File: config.mk
export PLATFORM = sky130hd
export DESIGN_NAME = blob_bbox_center_depth
export DESIGN_NICKNAME = d
export VERILOG_FILES = /design/src/hw/rtl/bbcd_pkg.sv /design/src/hw/rtl/bbcd_front.sv /design/src/hw/rtl/bbcd_queue.sv /design/src/hw/rtl/bbcd_back.sv /design/src/hw/rtl/blob_bbox_center_depth.sv
export SDC_FILE = /design/constraint.sdc
export NUM_CORES = 1
export LEC_CHECK = 0
export ABC_AREA = 0
export BUFFER_PORTS_ARGS = -buffer_cell sky130_fd_sc_hd__buf_4
export CORE_MARGIN = 3
export CORE_UTILIZATION = 45
export DETAILED_ROUTE_END_ITERATION = 10
export SLEW_MARGIN = 20
export SYNTH_ARGS = -nofsm -noshare
export SYNTH_HDL_FRONTEND = slang
export SYNTH_SLANG_ARGS = --single-unit
File: constraint.sdc
create_clock -name clk -period 20 [get_ports clk]
set_clock_uncertainty 0.2 [all_clocks]
set_input_delay 0 -clock clk [delete_from_list [all_inputs] [get_ports clk]]
set_output_delay 0 -clock clk [all_outputs]
set_load 0.03 [all_outputs]
File: src/hw/rtl/bbcd_pkg.sv
// Shared types and constants for the blob bounding box center and depth block.
// Used by the front tracker, the box queue, the back calculator and the top level.
package bbcd_pkg;

	localparam int MAX_DIM_DEF  = 1024;
	localparam int QUEUE_DEPTH  = 2;
	localparam int QPTR_W       = $clog2(QUEUE_DEPTH);
	localparam int QCNT_W       = $clog2(QUEUE_DEPTH + 1);

	localparam logic [15:0] DIST_RESET = 16'd2048;

	localparam int IN_TDATA_W  = 64;
	localparam int OUT_TDATA_W = 80;

	// root and quotient step counts
	localparam int ROOT_STEPS = 19;
	localparam int DIV_STEPS  = 35;

	// closed bounding box of one blob
	typedef struct packed {
		logic [9:0]  max_col;
		logic [9:0]  max_row;
		logic [10:0] min_col;
		logic [10:0] min_row;
	} box_t;

	// queue handshake between the queue and the back calculator
	typedef struct packed {
		logic valid;
		box_t box;
	} box_stream_t;

endpackage

File: src/hw/rtl/bbcd_front.sv
// Front tracker: accepts pixel items and keeps the running bounding box.
// Depends on bbcd_pkg; pushes each closed box into bbcd_queue.
module bbcd_front import bbcd_pkg::*; #(
	parameter int MAX_DIM = MAX_DIM_DEF
) (
	input  logic        clk,
	input  logic        arst_n,
	input  logic        accept,
	input  logic [15:0] pixel_value,
	input  logic [9:0]  col,
	input  logic [9:0]  row,
	input  logic [10:0] blob_cols,
	input  logic [10:0] blob_rows,
	input  logic        last_pixel,
	output logic        push,
	output box_t        push_box
);

	logic [9:0]  max_col_q, max_row_q;
	logic [10:0] min_col_q, min_row_q;
	logic        open_q;

	logic [9:0]  base_max_col, base_max_row;
	logic [10:0] base_min_col, base_min_row;
	box_t        next_box;

	function automatic logic [10:0] clamp_dim(input logic [10:0] v);
		if (32'(v) > 32'(MAX_DIM))
			return 11'(MAX_DIM);
		return v;
	endfunction

	always_comb begin
		// start a fresh box on the first item of a blob
		if (open_q) begin
			base_max_col = max_col_q;
			base_max_row = max_row_q;
			base_min_col = min_col_q;
			base_min_row = min_row_q;
		end else begin
			base_max_col = '0;
			base_max_row = '0;
			base_min_col = clamp_dim(blob_cols);
			base_min_row = clamp_dim(blob_rows);
		end
		next_box.max_col = base_max_col;
		next_box.max_row = base_max_row;
		next_box.min_col = base_min_col;
		next_box.min_row = base_min_row;
		if (pixel_value != 16'd0) begin
			if (col > base_max_col)
				next_box.max_col = col;
			if (row > base_max_row)
				next_box.max_row = row;
			if ({1'b0, col} < base_min_col)
				next_box.min_col = {1'b0, col};
			if ({1'b0, row} < base_min_row)
				next_box.min_row = {1'b0, row};
		end
	end

	assign push     = accept && last_pixel;
	assign push_box = next_box;

	always_ff @(posedge clk or negedge arst_n) begin
		if (!arst_n) begin
			open_q    <= 1'b0;
			max_col_q <= '0;
			max_row_q <= '0;
			min_col_q <= '0;
			min_row_q <= '0;
		end else if (accept) begin
			open_q    <= !last_pixel;
			max_col_q <= next_box.max_col;
			max_row_q <= next_box.max_row;
			min_col_q <= next_box.min_col;
			min_row_q <= next_box.min_row;
		end
	end

endmodule

File: src/hw/rtl/bbcd_queue.sv
// Short queue of closed boxes between the front tracker and the back calculator.
// Depends on bbcd_pkg for box_t and the queue depth.
module bbcd_queue import bbcd_pkg::*; (
	input  logic        clk,
	input  logic        arst_n,
	input  logic        push,
	input  box_t        push_box,
	output logic        full,
	input  logic        pop,
	output box_stream_t head
);

	box_t              mem_q [QUEUE_DEPTH];
	logic [QPTR_W-1:0] wr_ptr_q, rd_ptr_q;
	logic [QCNT_W-1:0] count_q;

	assign full       = (count_q == QCNT_W'(QUEUE_DEPTH));
	assign head.valid = (count_q != '0);
	assign head.box   = mem_q[rd_ptr_q];

	function automatic logic [QPTR_W-1:0] ptr_inc(input logic [QPTR_W-1:0] p);
		if (32'(p) == QUEUE_DEPTH - 1)
			return '0;
		return p + QPTR_W'(1);
	endfunction

	always_ff @(posedge clk) begin
		if (push)
			mem_q[wr_ptr_q] <= push_box;
	end

	always_ff @(posedge clk or negedge arst_n) begin
		if (!arst_n) begin
			wr_ptr_q <= '0;
			rd_ptr_q <= '0;
			count_q  <= '0;
		end else begin
			if (push)
				wr_ptr_q <= ptr_inc(wr_ptr_q);
			if (pop)
				rd_ptr_q <= ptr_inc(rd_ptr_q);
			if (push && !pop)
				count_q <= count_q + QCNT_W'(1);
			else if (pop && !push)
				count_q <= count_q - QCNT_W'(1);
		end
	end

endmodule

File: src/hw/rtl/bbcd_back.sv
// Back calculator: center sums, radius by bit-serial square root and depth by
// restoring division, one box at a time. Depends on bbcd_pkg.
module bbcd_back import bbcd_pkg::*; (
	input  logic                   clk,
	input  logic                   arst_n,
	input  box_stream_t            head,
	output logic                   pop,
	input  logic [15:0]            distance_q8,
	output logic                   m_tvalid,
	input  logic                   m_tready,
	output logic [OUT_TDATA_W-1:0] m_tdata
);

	typedef enum logic [4:0] {
		ST_IDLE = 5'b00001,
		ST_SQR  = 5'b00010,
		ST_ROOT = 5'b00100,
		ST_DIV  = 5'b01000,
		ST_DONE = 5'b10000
	} state_t;

	state_t      state_q;
	logic [5:0]  cnt_q;
	logic [11:0] cx_q, cy_q;
	logic [10:0] adx_q, ady_q;
	logic [37:0] rad_q;
	logic [20:0] srem_q;
	logic [18:0] root_q;
	logic [34:0] quo_q;
	logic [15:0] drem_q;
	logic        out_valid_q;
	logic [OUT_TDATA_W-1:0] out_data_q;

	logic signed [11:0] dx, dy;
	logic [22:0] sum_sq;
	logic [22:0] s_shift, s_trial;
	logic [20:0] srem_next;
	logic [18:0] root_next;
	logic [16:0] d_shift;
	logic [15:0] div_d;
	logic [15:0] drem_next;
	logic        qbit;
	logic [17:0] radius_out;
	logic [31:0] depth_out;
	logic        out_free;

	assign dx = signed'({2'b00, head.box.max_col}) - signed'({1'b0, head.box.min_col});
	assign dy = signed'({2'b00, head.box.max_row}) - signed'({1'b0, head.box.min_row});
	assign sum_sq = 23'(adx_q * adx_q) + 23'(ady_q * ady_q);

	// one root digit per cycle
	always_comb begin
		s_shift = {srem_q, rad_q[37:36]};
		s_trial = {2'b00, root_q, 2'b01};
		if (s_shift >= s_trial) begin
			srem_next = 21'(s_shift - s_trial);
			root_next = {root_q[17:0], 1'b1};
		end else begin
			srem_next = s_shift[20:0];
			root_next = {root_q[17:0], 1'b0};
		end
	end

	// one quotient bit per cycle; a zero distance divides as one
	assign div_d   = (distance_q8 == 16'd0) ? 16'd1 : distance_q8;
	assign d_shift = {drem_q, quo_q[34]};
	assign qbit    = (d_shift >= {1'b0, div_d});
	assign drem_next = qbit ? 16'(d_shift - {1'b0, div_d}) : d_shift[15:0];

	assign radius_out = (root_q[18]) ? 18'h3FFFF : root_q[17:0];
	assign depth_out  = (quo_q > 35'h0_8001_0000) ? 32'h8000_0000
	                                               : 32'(35'd65536 - quo_q);
	assign out_free   = !out_valid_q || m_tready;
	assign pop        = (state_q == ST_IDLE) && head.valid;

	always_ff @(posedge clk) begin
		unique case (state_q)
			ST_IDLE: begin
				cx_q  <= {2'b00, head.box.max_col} + {1'b0, head.box.min_col};
				cy_q  <= {2'b00, head.box.max_row} + {1'b0, head.box.min_row};
				adx_q <= dx[11] ? 11'(-dx) : dx[10:0];
				ady_q <= dy[11] ? 11'(-dy) : dy[10:0];
			end
			ST_SQR: begin
				rad_q  <= {1'b0, sum_sq, 14'd0};
				srem_q <= '0;
				root_q <= '0;
			end
			ST_ROOT: begin
				rad_q  <= {rad_q[35:0], 2'b00};
				srem_q <= srem_next;
				root_q <= root_next;
				// load the dividend with the final root
				quo_q  <= {root_next, 16'd0};
				drem_q <= '0;
			end
			ST_DIV: begin
				quo_q  <= {quo_q[33:0], qbit};
				drem_q <= drem_next;
			end
			ST_DONE: begin
				if (out_free)
					out_data_q <= {6'd0, depth_out, radius_out, cy_q, cx_q};
			end
			default: begin
			end
		endcase
	end

	always_ff @(posedge clk or negedge arst_n) begin
		if (!arst_n) begin
			state_q     <= ST_IDLE;
			cnt_q       <= '0;
			out_valid_q <= 1'b0;
		end else begin
			if ((state_q == ST_DONE) && out_free)
				out_valid_q <= 1'b1;
			else if (m_tready)
				out_valid_q <= 1'b0;
			unique case (state_q)
				ST_IDLE: begin
					if (head.valid)
						state_q <= ST_SQR;
				end
				ST_SQR: begin
					cnt_q   <= 6'(ROOT_STEPS - 1);
					state_q <= ST_ROOT;
				end
				ST_ROOT: begin
					if (cnt_q == '0) begin
						cnt_q   <= 6'(DIV_STEPS - 1);
						state_q <= ST_DIV;
					end else begin
						cnt_q <= cnt_q - 6'd1;
					end
				end
				ST_DIV: begin
					if (cnt_q == '0)
						state_q <= ST_DONE;
					else
						cnt_q <= cnt_q - 6'd1;
				end
				ST_DONE: begin
					if (out_free)
						state_q <= ST_IDLE;
				end
				default: state_q <= ST_IDLE;
			endcase
		end
	end

	assign m_tvalid = out_valid_q;
	assign m_tdata  = out_data_q;

endmodule

File: src/hw/rtl/blob_bbox_center_depth.sv
// Top level of the blob bounding box center and depth block.
// Depends on bbcd_pkg, bbcd_front, bbcd_queue and bbcd_back.
//
//   channel | direction | fields
//   s_*     | in        | tdata: pixel_value, col, row, blob_cols, blob_rows; tlast: last_pixel
//   m_*     | out       | tdata: center_x2, center_y2, radius_q8, depth_q16
//   cfg_*   | in        | distance_q8, written when cfg_we is high
//
// Pixel items are taken one per cycle while the box queue has room.
// In the back calculator each blob then passes through the setup states ST_IDLE
// and ST_SQR, 19 root steps, 35 quotient steps and the output state ST_DONE.
// The queue holds two closed boxes; s_tready drops while it is full.
// Reset clears the box tracker, queue and output valid; distance_q8 resets to 8.0.
module blob_bbox_center_depth import bbcd_pkg::*; #(
	parameter int MAX_DIM = MAX_DIM_DEF
) (
	input  logic                   clk,
	input  logic                   arst_n,
	input  logic                   s_tvalid,
	output logic                   s_tready,
	// pixel_value[15:0], col[25:16], row[35:26], blob_cols[46:36], blob_rows[57:47]
	input  logic [IN_TDATA_W-1:0]  s_tdata,
	input  logic                   s_tlast,
	output logic                   m_tvalid,
	input  logic                   m_tready,
	// center_x2[11:0], center_y2[23:12], radius_q8[41:24], depth_q16[73:42]
	output logic [OUT_TDATA_W-1:0] m_tdata,
	input  logic                   cfg_we,
	input  logic [15:0]            cfg_wdata
);

	logic [15:0] distance_q;
	logic        accept;
	logic        push;
	logic        full;
	logic        pop;
	box_t        push_box;
	box_stream_t head;

	always_ff @(posedge clk or negedge arst_n) begin
		if (!arst_n)
			distance_q <= DIST_RESET;
		else if (cfg_we)
			distance_q <= cfg_wdata;
	end

	assign s_tready = !full;
	assign accept   = s_tvalid && s_tready;

	bbcd_front #(
		.MAX_DIM(MAX_DIM)
	) u_front (
		.clk        (clk),
		.arst_n     (arst_n),
		.accept     (accept),
		.pixel_value(s_tdata[15:0]),
		.col        (s_tdata[25:16]),
		.row        (s_tdata[35:26]),
		.blob_cols  (s_tdata[46:36]),
		.blob_rows  (s_tdata[57:47]),
		.last_pixel (s_tlast),
		.push       (push),
		.push_box   (push_box)
	);

	bbcd_queue u_queue (
		.clk     (clk),
		.arst_n  (arst_n),
		.push    (push),
		.push_box(push_box),
		.full    (full),
		.pop     (pop),
		.head    (head)
	);

	bbcd_back u_back (
		.clk        (clk),
		.arst_n     (arst_n),
		.head       (head),
		.pop        (pop),
		.distance_q8(distance_q),
		.m_tvalid   (m_tvalid),
		.m_tready   (m_tready),
		.m_tdata    (m_tdata)
	);

endmodule
; After elaboration in Yosys (flattened, before gate mapping)
; Memory sizes are Yosys's and may differ from the RTL's.
; Index checks and enable logic that the tools add are counted.
[totals]
ff_bits = 324
latchBits = 0
ramBits = 84
rom_bits = 0
input_bits = 86
out_inout_bits = 82
word_cells = 136
memories = 1
[op_classes]
add_sub_neg = 15
mul = 2
div_mod_pow = 0
order_cmp = 9
eq_ne = 11
shift = 0
mux = 50
n_bitwise = 0
reduce_logical = 24
[mem_list]
columns = memory, depth, word_bits, rd, rd_clocked_by_memory_dff, write_ports, line_no
row1 = u_queue.mem_q, 2, 42, 1, 0, 1, bbcd_queue.sv:13  ; box_t mem_q [QUEUE_DEPTH];
[op_table]
columns = op, n
row1 = two-way mux 11 bit, 10
row2 = case mux 38 bit (2 select lines), 1
row3 = case mux 35 bit (2 select lines), 1
row4 = multiplier 11 x 11 -> 22 bit, 2
row5 = two-way mux 42 bit, 1
row6 = case mux 21 bit (2 select lines), 1
row7 = two-way mux 10 bit, 4
row8 = case mux 19 bit (2 select lines), 1
row9 = greater-than comparator 35 x 32 -> 1 bit (second input constant), 1
row10 = two-way mux 16 bit, 2
row11 = case mux 16 bit (2 select lines), 1
row12 = subtractor 17 x 32 -> 32 bit (first input constant), 1
row13 = case mux 5 bit (5 select lines), 1
row14 = adder 10 x 11 -> 12 bit, 2
row15 = subtractor 10 x 11 -> 12 bit, 2
row16 = adder 22 x 22 -> 23 bit, 1
row17 = >= comparator 23 x 21 -> 1 bit, 1
row18 = greater-than comparator 11 bit (second input constant), 2
row19 = < comparator 10 x 11 -> 1 bit, 2
row20 = negation 11 bit, 2
row21 = two-way mux 21 bit, 1
row22 = subtractor 21 bit, 1
row23 = greater-than comparator 10 bit, 2
row24 = two-way mux 5 bit, 4
row25 = 28 further kinds, 64

; Logic depth before layout (Yosys ltp)
[depth]
depth_word = 8
depth_mapped = 25
depth_no_buf = 23

; Cells and area by module
; Synthesis repeated with hierarchy kept, for this count alone.
[unflattened]
cells_unflattened = 2678
hier_area_um2 = 28604.9
[by_module_without_submodules]
columns = mod, instances, cells_each, area_each_um2, seq_area_each_um2
row1 = bbcd_back, 1, 2032, 20498.4, 7298.2
row2 = bbcd_front, 1, 463, 4023.9, 1076.0
row3 = bbcd_queue, 1, 147, 3422.0, 2622.5
row4 = blob_bbox_center_depth, 1, 36, 660.6, 401.6

; Worst setup path after synthesis
; Ideal clock, no wire load.
[synth_path]
path_kind = register to register
from = register u_back.state_q[1]
to = register u_back.cnt_q[4]
setup_time_ps = 102
t_arrival_ps = 8008
required_ps = 19698
setup_slack_ps = 11690
path_stages_with_launch = 7
path_buffers = 0
synth_period_minus_slack_ps = 8310
cell_sequence = dfrtp_1 xnor2_1 nor4_1 nor2_1 nor3_1 a21oi_1 o21ai_0
[synth_via]
elab_chain_len = 3
word_cells_on_any_way = 7
cone_classes = eq/ne: 4 / mux: 1 / reduce/logical: 2
[synth_rtl]
columns = element, line_no
row1 = start: declaration, bbcd_back.sv:22  ; state_t state_q;
row2 = start signal: assignment, bbcd_back.sv:112  ; state_q <= ST_IDLE;
row3 = start signal: assignment, bbcd_back.sv:123  ; state_q <= ST_SQR;
row4 = start signal: assignment, bbcd_back.sv:127  ; state_q <= ST_ROOT;
row5 = "== test 5 x 4 -> 1 bit, or another cell as far along", bbcd_back.sv:120  ; unique case (state_q)
row6 = inequality test 2 bit (no source line) or nonzero test 3 bit (tied branches), n/a
row7 = AND reduction 2 bit (no source line), n/a
row8 = end signal: assignment, bbcd_back.sv:126  ; cnt_q <= 6'(ROOT_STEPS - 1);
row9 = end signal: assignment, bbcd_back.sv:131  ; cnt_q <= 6'(DIV_STEPS - 1);
row10 = end signal: assignment, bbcd_back.sv:134  ; cnt_q <= cnt_q - 6'd1;
row11 = end: declaration, bbcd_back.sv:23  ; logic [5:0] cnt_q;
; Several ways; a longest one is shown, not always the timed one.
; A chain may end at the register's enable or synchronous reset.

; Worst setup path after layout
[layout_path]
from = register u_back.adx_q[8]
to = register u_back.rad_q[32], data pin
[layout_via]
elab_chain_len = 3
[layout_rtl]
columns = element, line_no
row1 = start: declaration, bbcd_back.sv:25  ; logic [10:0] adx_q, ady_q;
row2 = start signal: assignment, bbcd_back.sv:81  ; adx_q <= dx[11] ? 11'(-dx) : dx[10:0];
row3 = multiplier 11 x 11 -> 22 bit, bbcd_back.sv:49  ; assign sum_sq = 23'(adx_q * adx_q) + 23'(ady_q * ady_q);
row4 = adder 22 x 22 -> 23 bit, bbcd_back.sv:49
row5 = case mux 38 bit (2 select lines), bbcd_back.sv:77  ; unique case (state_q)
row6 = end signal: assignment, bbcd_back.sv:85  ; rad_q <= {1'b0, sum_sq, 14'd0};
row7 = end signal: assignment, bbcd_back.sv:90  ; rad_q <= {rad_q[35:0], 2'b00};
row8 = end: declaration, bbcd_back.sv:26  ; logic [37:0] rad_q;
; No other way between the ends. The select of a mux whose other input is x is not followed.

==> flow_metrics.py <==
metrics = {
    "finish": {
        "finalNetCount": 3360,
        "seqCellArea_mm2": 0.0114,
        "area_growth_pct": 16.5,
        "multi_input_area_mm2": 0.0145,
        "fin_cells": 3702,
        "fillers": 5255,
        "drive_gt1_share_pct": 10.7,
        "antenna_cells": 0,
    },
    "grt": {
        "grt_pass1_vias": 19984,
        "grt_antenna_before_repair": 0,
        "grt_util_all_layers_pct": 18.5,
        "grt_max_degree": 81,
        "grt_pass1_wl_um": 98100,
        "gr-total-overflow": 0,
    },
    "detailed_routing": {
        "routed-via-count": 19206,
        "wl_per_cell_um": 15.7,
        "drtPass1Iterations": 5,
        "viasPerCell": 5.19,
        "ant_nets": 0,
        "dr.first_iter.drc_count": 866,
        "route.detailed.drc": 0,
        "routed_wl_um": 58200,
    },
    "setup_path": {
        "cp-end-kind": "flip-flop",
        "reg2reg_depth": 22,
        "criticalPathCategory": "reg -> reg",
        "cp-start-kind": "flip-flop",
        "cp_max_fo": 10,
        "cp.required_ns": 20.14,
        "rrSetupSlack_ns": 12.52,
        "cp.arrival_ns": 7.62,
    },
    "clocking": {
        "cts_made_buffers": 45,
        "cts_hold_buffers": 119,
        "root_buffer": "clkbuf_16",
        "post_cts_buffers": 0,
        "numClockSinks": 392,
        "path_clk_slew_ns": 0.06,
        "clockBufferDepth": 3,
        "cts_resized": 0,
        "clock_latency_ns": 0.58,
        "htree_levels": 2,
        "tritoncts": "yes",
    },
    "placed_design": {
        "routabilityCongestion": 0.842,
        "place_ws_ns": 12.47,
        "dp_hpwl_um": 43200,
        "dp_cells": 3501,
        "io_buffers": 155,
    },
    "floorplan": {
        "ios": 168,
        "dieArea_mm2": 0.0646,
        "core_region_area_mm2": 0.0607,
        "initial_core_util_pct": 45.7,
        "die_h_um": 254,
        "die_w_um": 254,
        "rows": 90,
    },
    "timing": {
        "final_max_slew_viol_count": 0,
        "worst_pin_slew_ns": 1.01,
        "fin_crit_sh_pct": 37.4,
        "setup_viol": 0,
        "fin_crit_ns": 7.48,
        "finalHoldViolCount": 0,
        "rsz0062_at_grt": "false",
        "fmax_mhz": 134,
        "tns_ns": 0,
        "fin_ws_ns": 12.52,
        "max-slew-margin-rel_pct": 32.7,
    },
    "logic_synthesis": {
        "synth.distinct_cells": 78,
        "synthArstFlopShare_pct": 19.1,
        "syn_area_mm2": 0.0277,
        "ys_warn_count": 0,
        "synth_edf_count": 317,
        "avgSynthCellArea_um2": 10.5,
        "synth.most_common_cell": "inv_1",
        "netlist_instances": 2638,
        "synth_common_cells": "inv_1 (408), edfxtp_1 (317), ha_1 (222)",
        "synth_area_leaders": "edfxtp_1 (34%), fa_1 (12%), ha_1 (10%), dfrtp_1 (6.6%), inv_1 (5.5%)",
        "synth-seq-cells": 392,
        "seq_area_frac_synth_pct": 41.1,
        "synth_area_leader_cell": "edfxtp_1",
        "synth_top_area_share_pct": 34.3,
        "synthFlopType": "edfxtp_1",
    },
    "run": {
        "max_cap_violations": 0,
    },
    "min_path": {
        "hold_path.class": "in -> reg",
        "hold_depth": 3,
    },
    "outcome": {
        "status": "completed",
    },
}
==> area by class of cell <==
cell class,instances,area share (%)
Clock inverter,26,0.813
Multi-Input combinational cell,1748,44.8
Inverter,409,4.75
Tap cell,782,3.03
Clock buffer,56,3.70
Sequential cell,392,35.3
Timing Repair Buffer,289,7.63
==> placed cells by master, fill, tap and decap left out, types with 77 or more instances in the layout <==
cell type and instances:
o21ai_0 132, xnor2_1 80, and2_1 77, nor2_1 199, ha_1 222, inv_1 406
fa_1 167, a21oi_1 89, nand2_1 208, edfxtp_1 317, buf_4 170, dlygate4sd3_1 119
==> stage by stage <==
stage | cell area (um2) | hold slack [ns] | util (%)
after floorplan | 27800 | -0.496 | -
after global placement | 29700 | -0.332 | 48.9
after detailed placement | 29700 | -0.330 | 48.9
after CTS | 32300 | 0.000502 | 53.2
after global routing | 32300 | 0.0219 | 53.2
final | 32300 | 0.0414 | 53.2
==> critical path: stages (launching register included) <==
cell      delay, ns
edfxtp_1       0.60
inv_1          0.23
nor2_1         0.31
fa_1           0.47
inv_1          0.09
fa_1           0.43
fa_1           0.52
inv_1          0.05
fa_1           0.46
fa_1           0.51
fa_1           0.55
inv_1          0.06
fa_1           0.57
inv_1          0.05
ha_1           0.34
a211oi_1       0.26
nor2_1         0.10
or3_1          0.35
o311a_1        0.17
o21a_1         0.21
o21a_1         0.19
or4_1          0.40
o311a_1        0.14
==> registers in the layout (all words and copies together) (netlist names), 11 cells and up <==
signal	cells
u_back.drem_q	16
u_back.root_q	19
distance_q	16
u_back.m_tdata	74
u_queue.mem_q	84
u_back.adx_q	11
u_back.rad_q	24
u_back.cx_q	11
u_front.min_row_q	11
u_back.cy_q	11
u_back.srem_q	21
u_back.quo_q	35
u_front.min_col_q	11
u_back.ady_q	11
==> logic make-up after synthesis <==
kind of cell	share of synthesized area, %
buf+inv	6.93
compound gates	10.1
other cells	0.0135
mux	3.97
xor+xnor	4.14
flops	41.1
fa+ha+maj	22.1
simple gates	11.7
==> per-layer routing <==
layer  GRT usage, %  share of wire [%]
met5              0                  0
met4           4.77                2.1
met3           2.54                3.5
met2           31.7                 48
met1           24.9                 46
==> final timing paths <==
check | startpoint | endpoint
setup / recovery | u_back.adx_q[8]$_DFFE_PP_ | u_back.rad_q[32]$_DFFE_PP_
hold / removal | s_tdata[35] | u_front.max_row_q[9]$_DFFE_PN0P_
setup reg to reg | u_back.adx_q[8]$_DFFE_PP_ | u_back.rad_q[32]$_DFFE_PP_
hold reg to reg | u_back.cx_q[9]$_DFFE_PP_ | u_back.m_tdata[9]$_DFFE_PP_
max in group asynchronous | arst_n | u_front.min_col_q[3]$_DFFE_PN0P_
min in group asynchronous | arst_n | u_front.max_col_q[9]$_DFFE_PN0P_
Power is left out: the tool's default activity adds up to more than one toggle a clock period on the data nets, which glitch-free logic cannot reach.
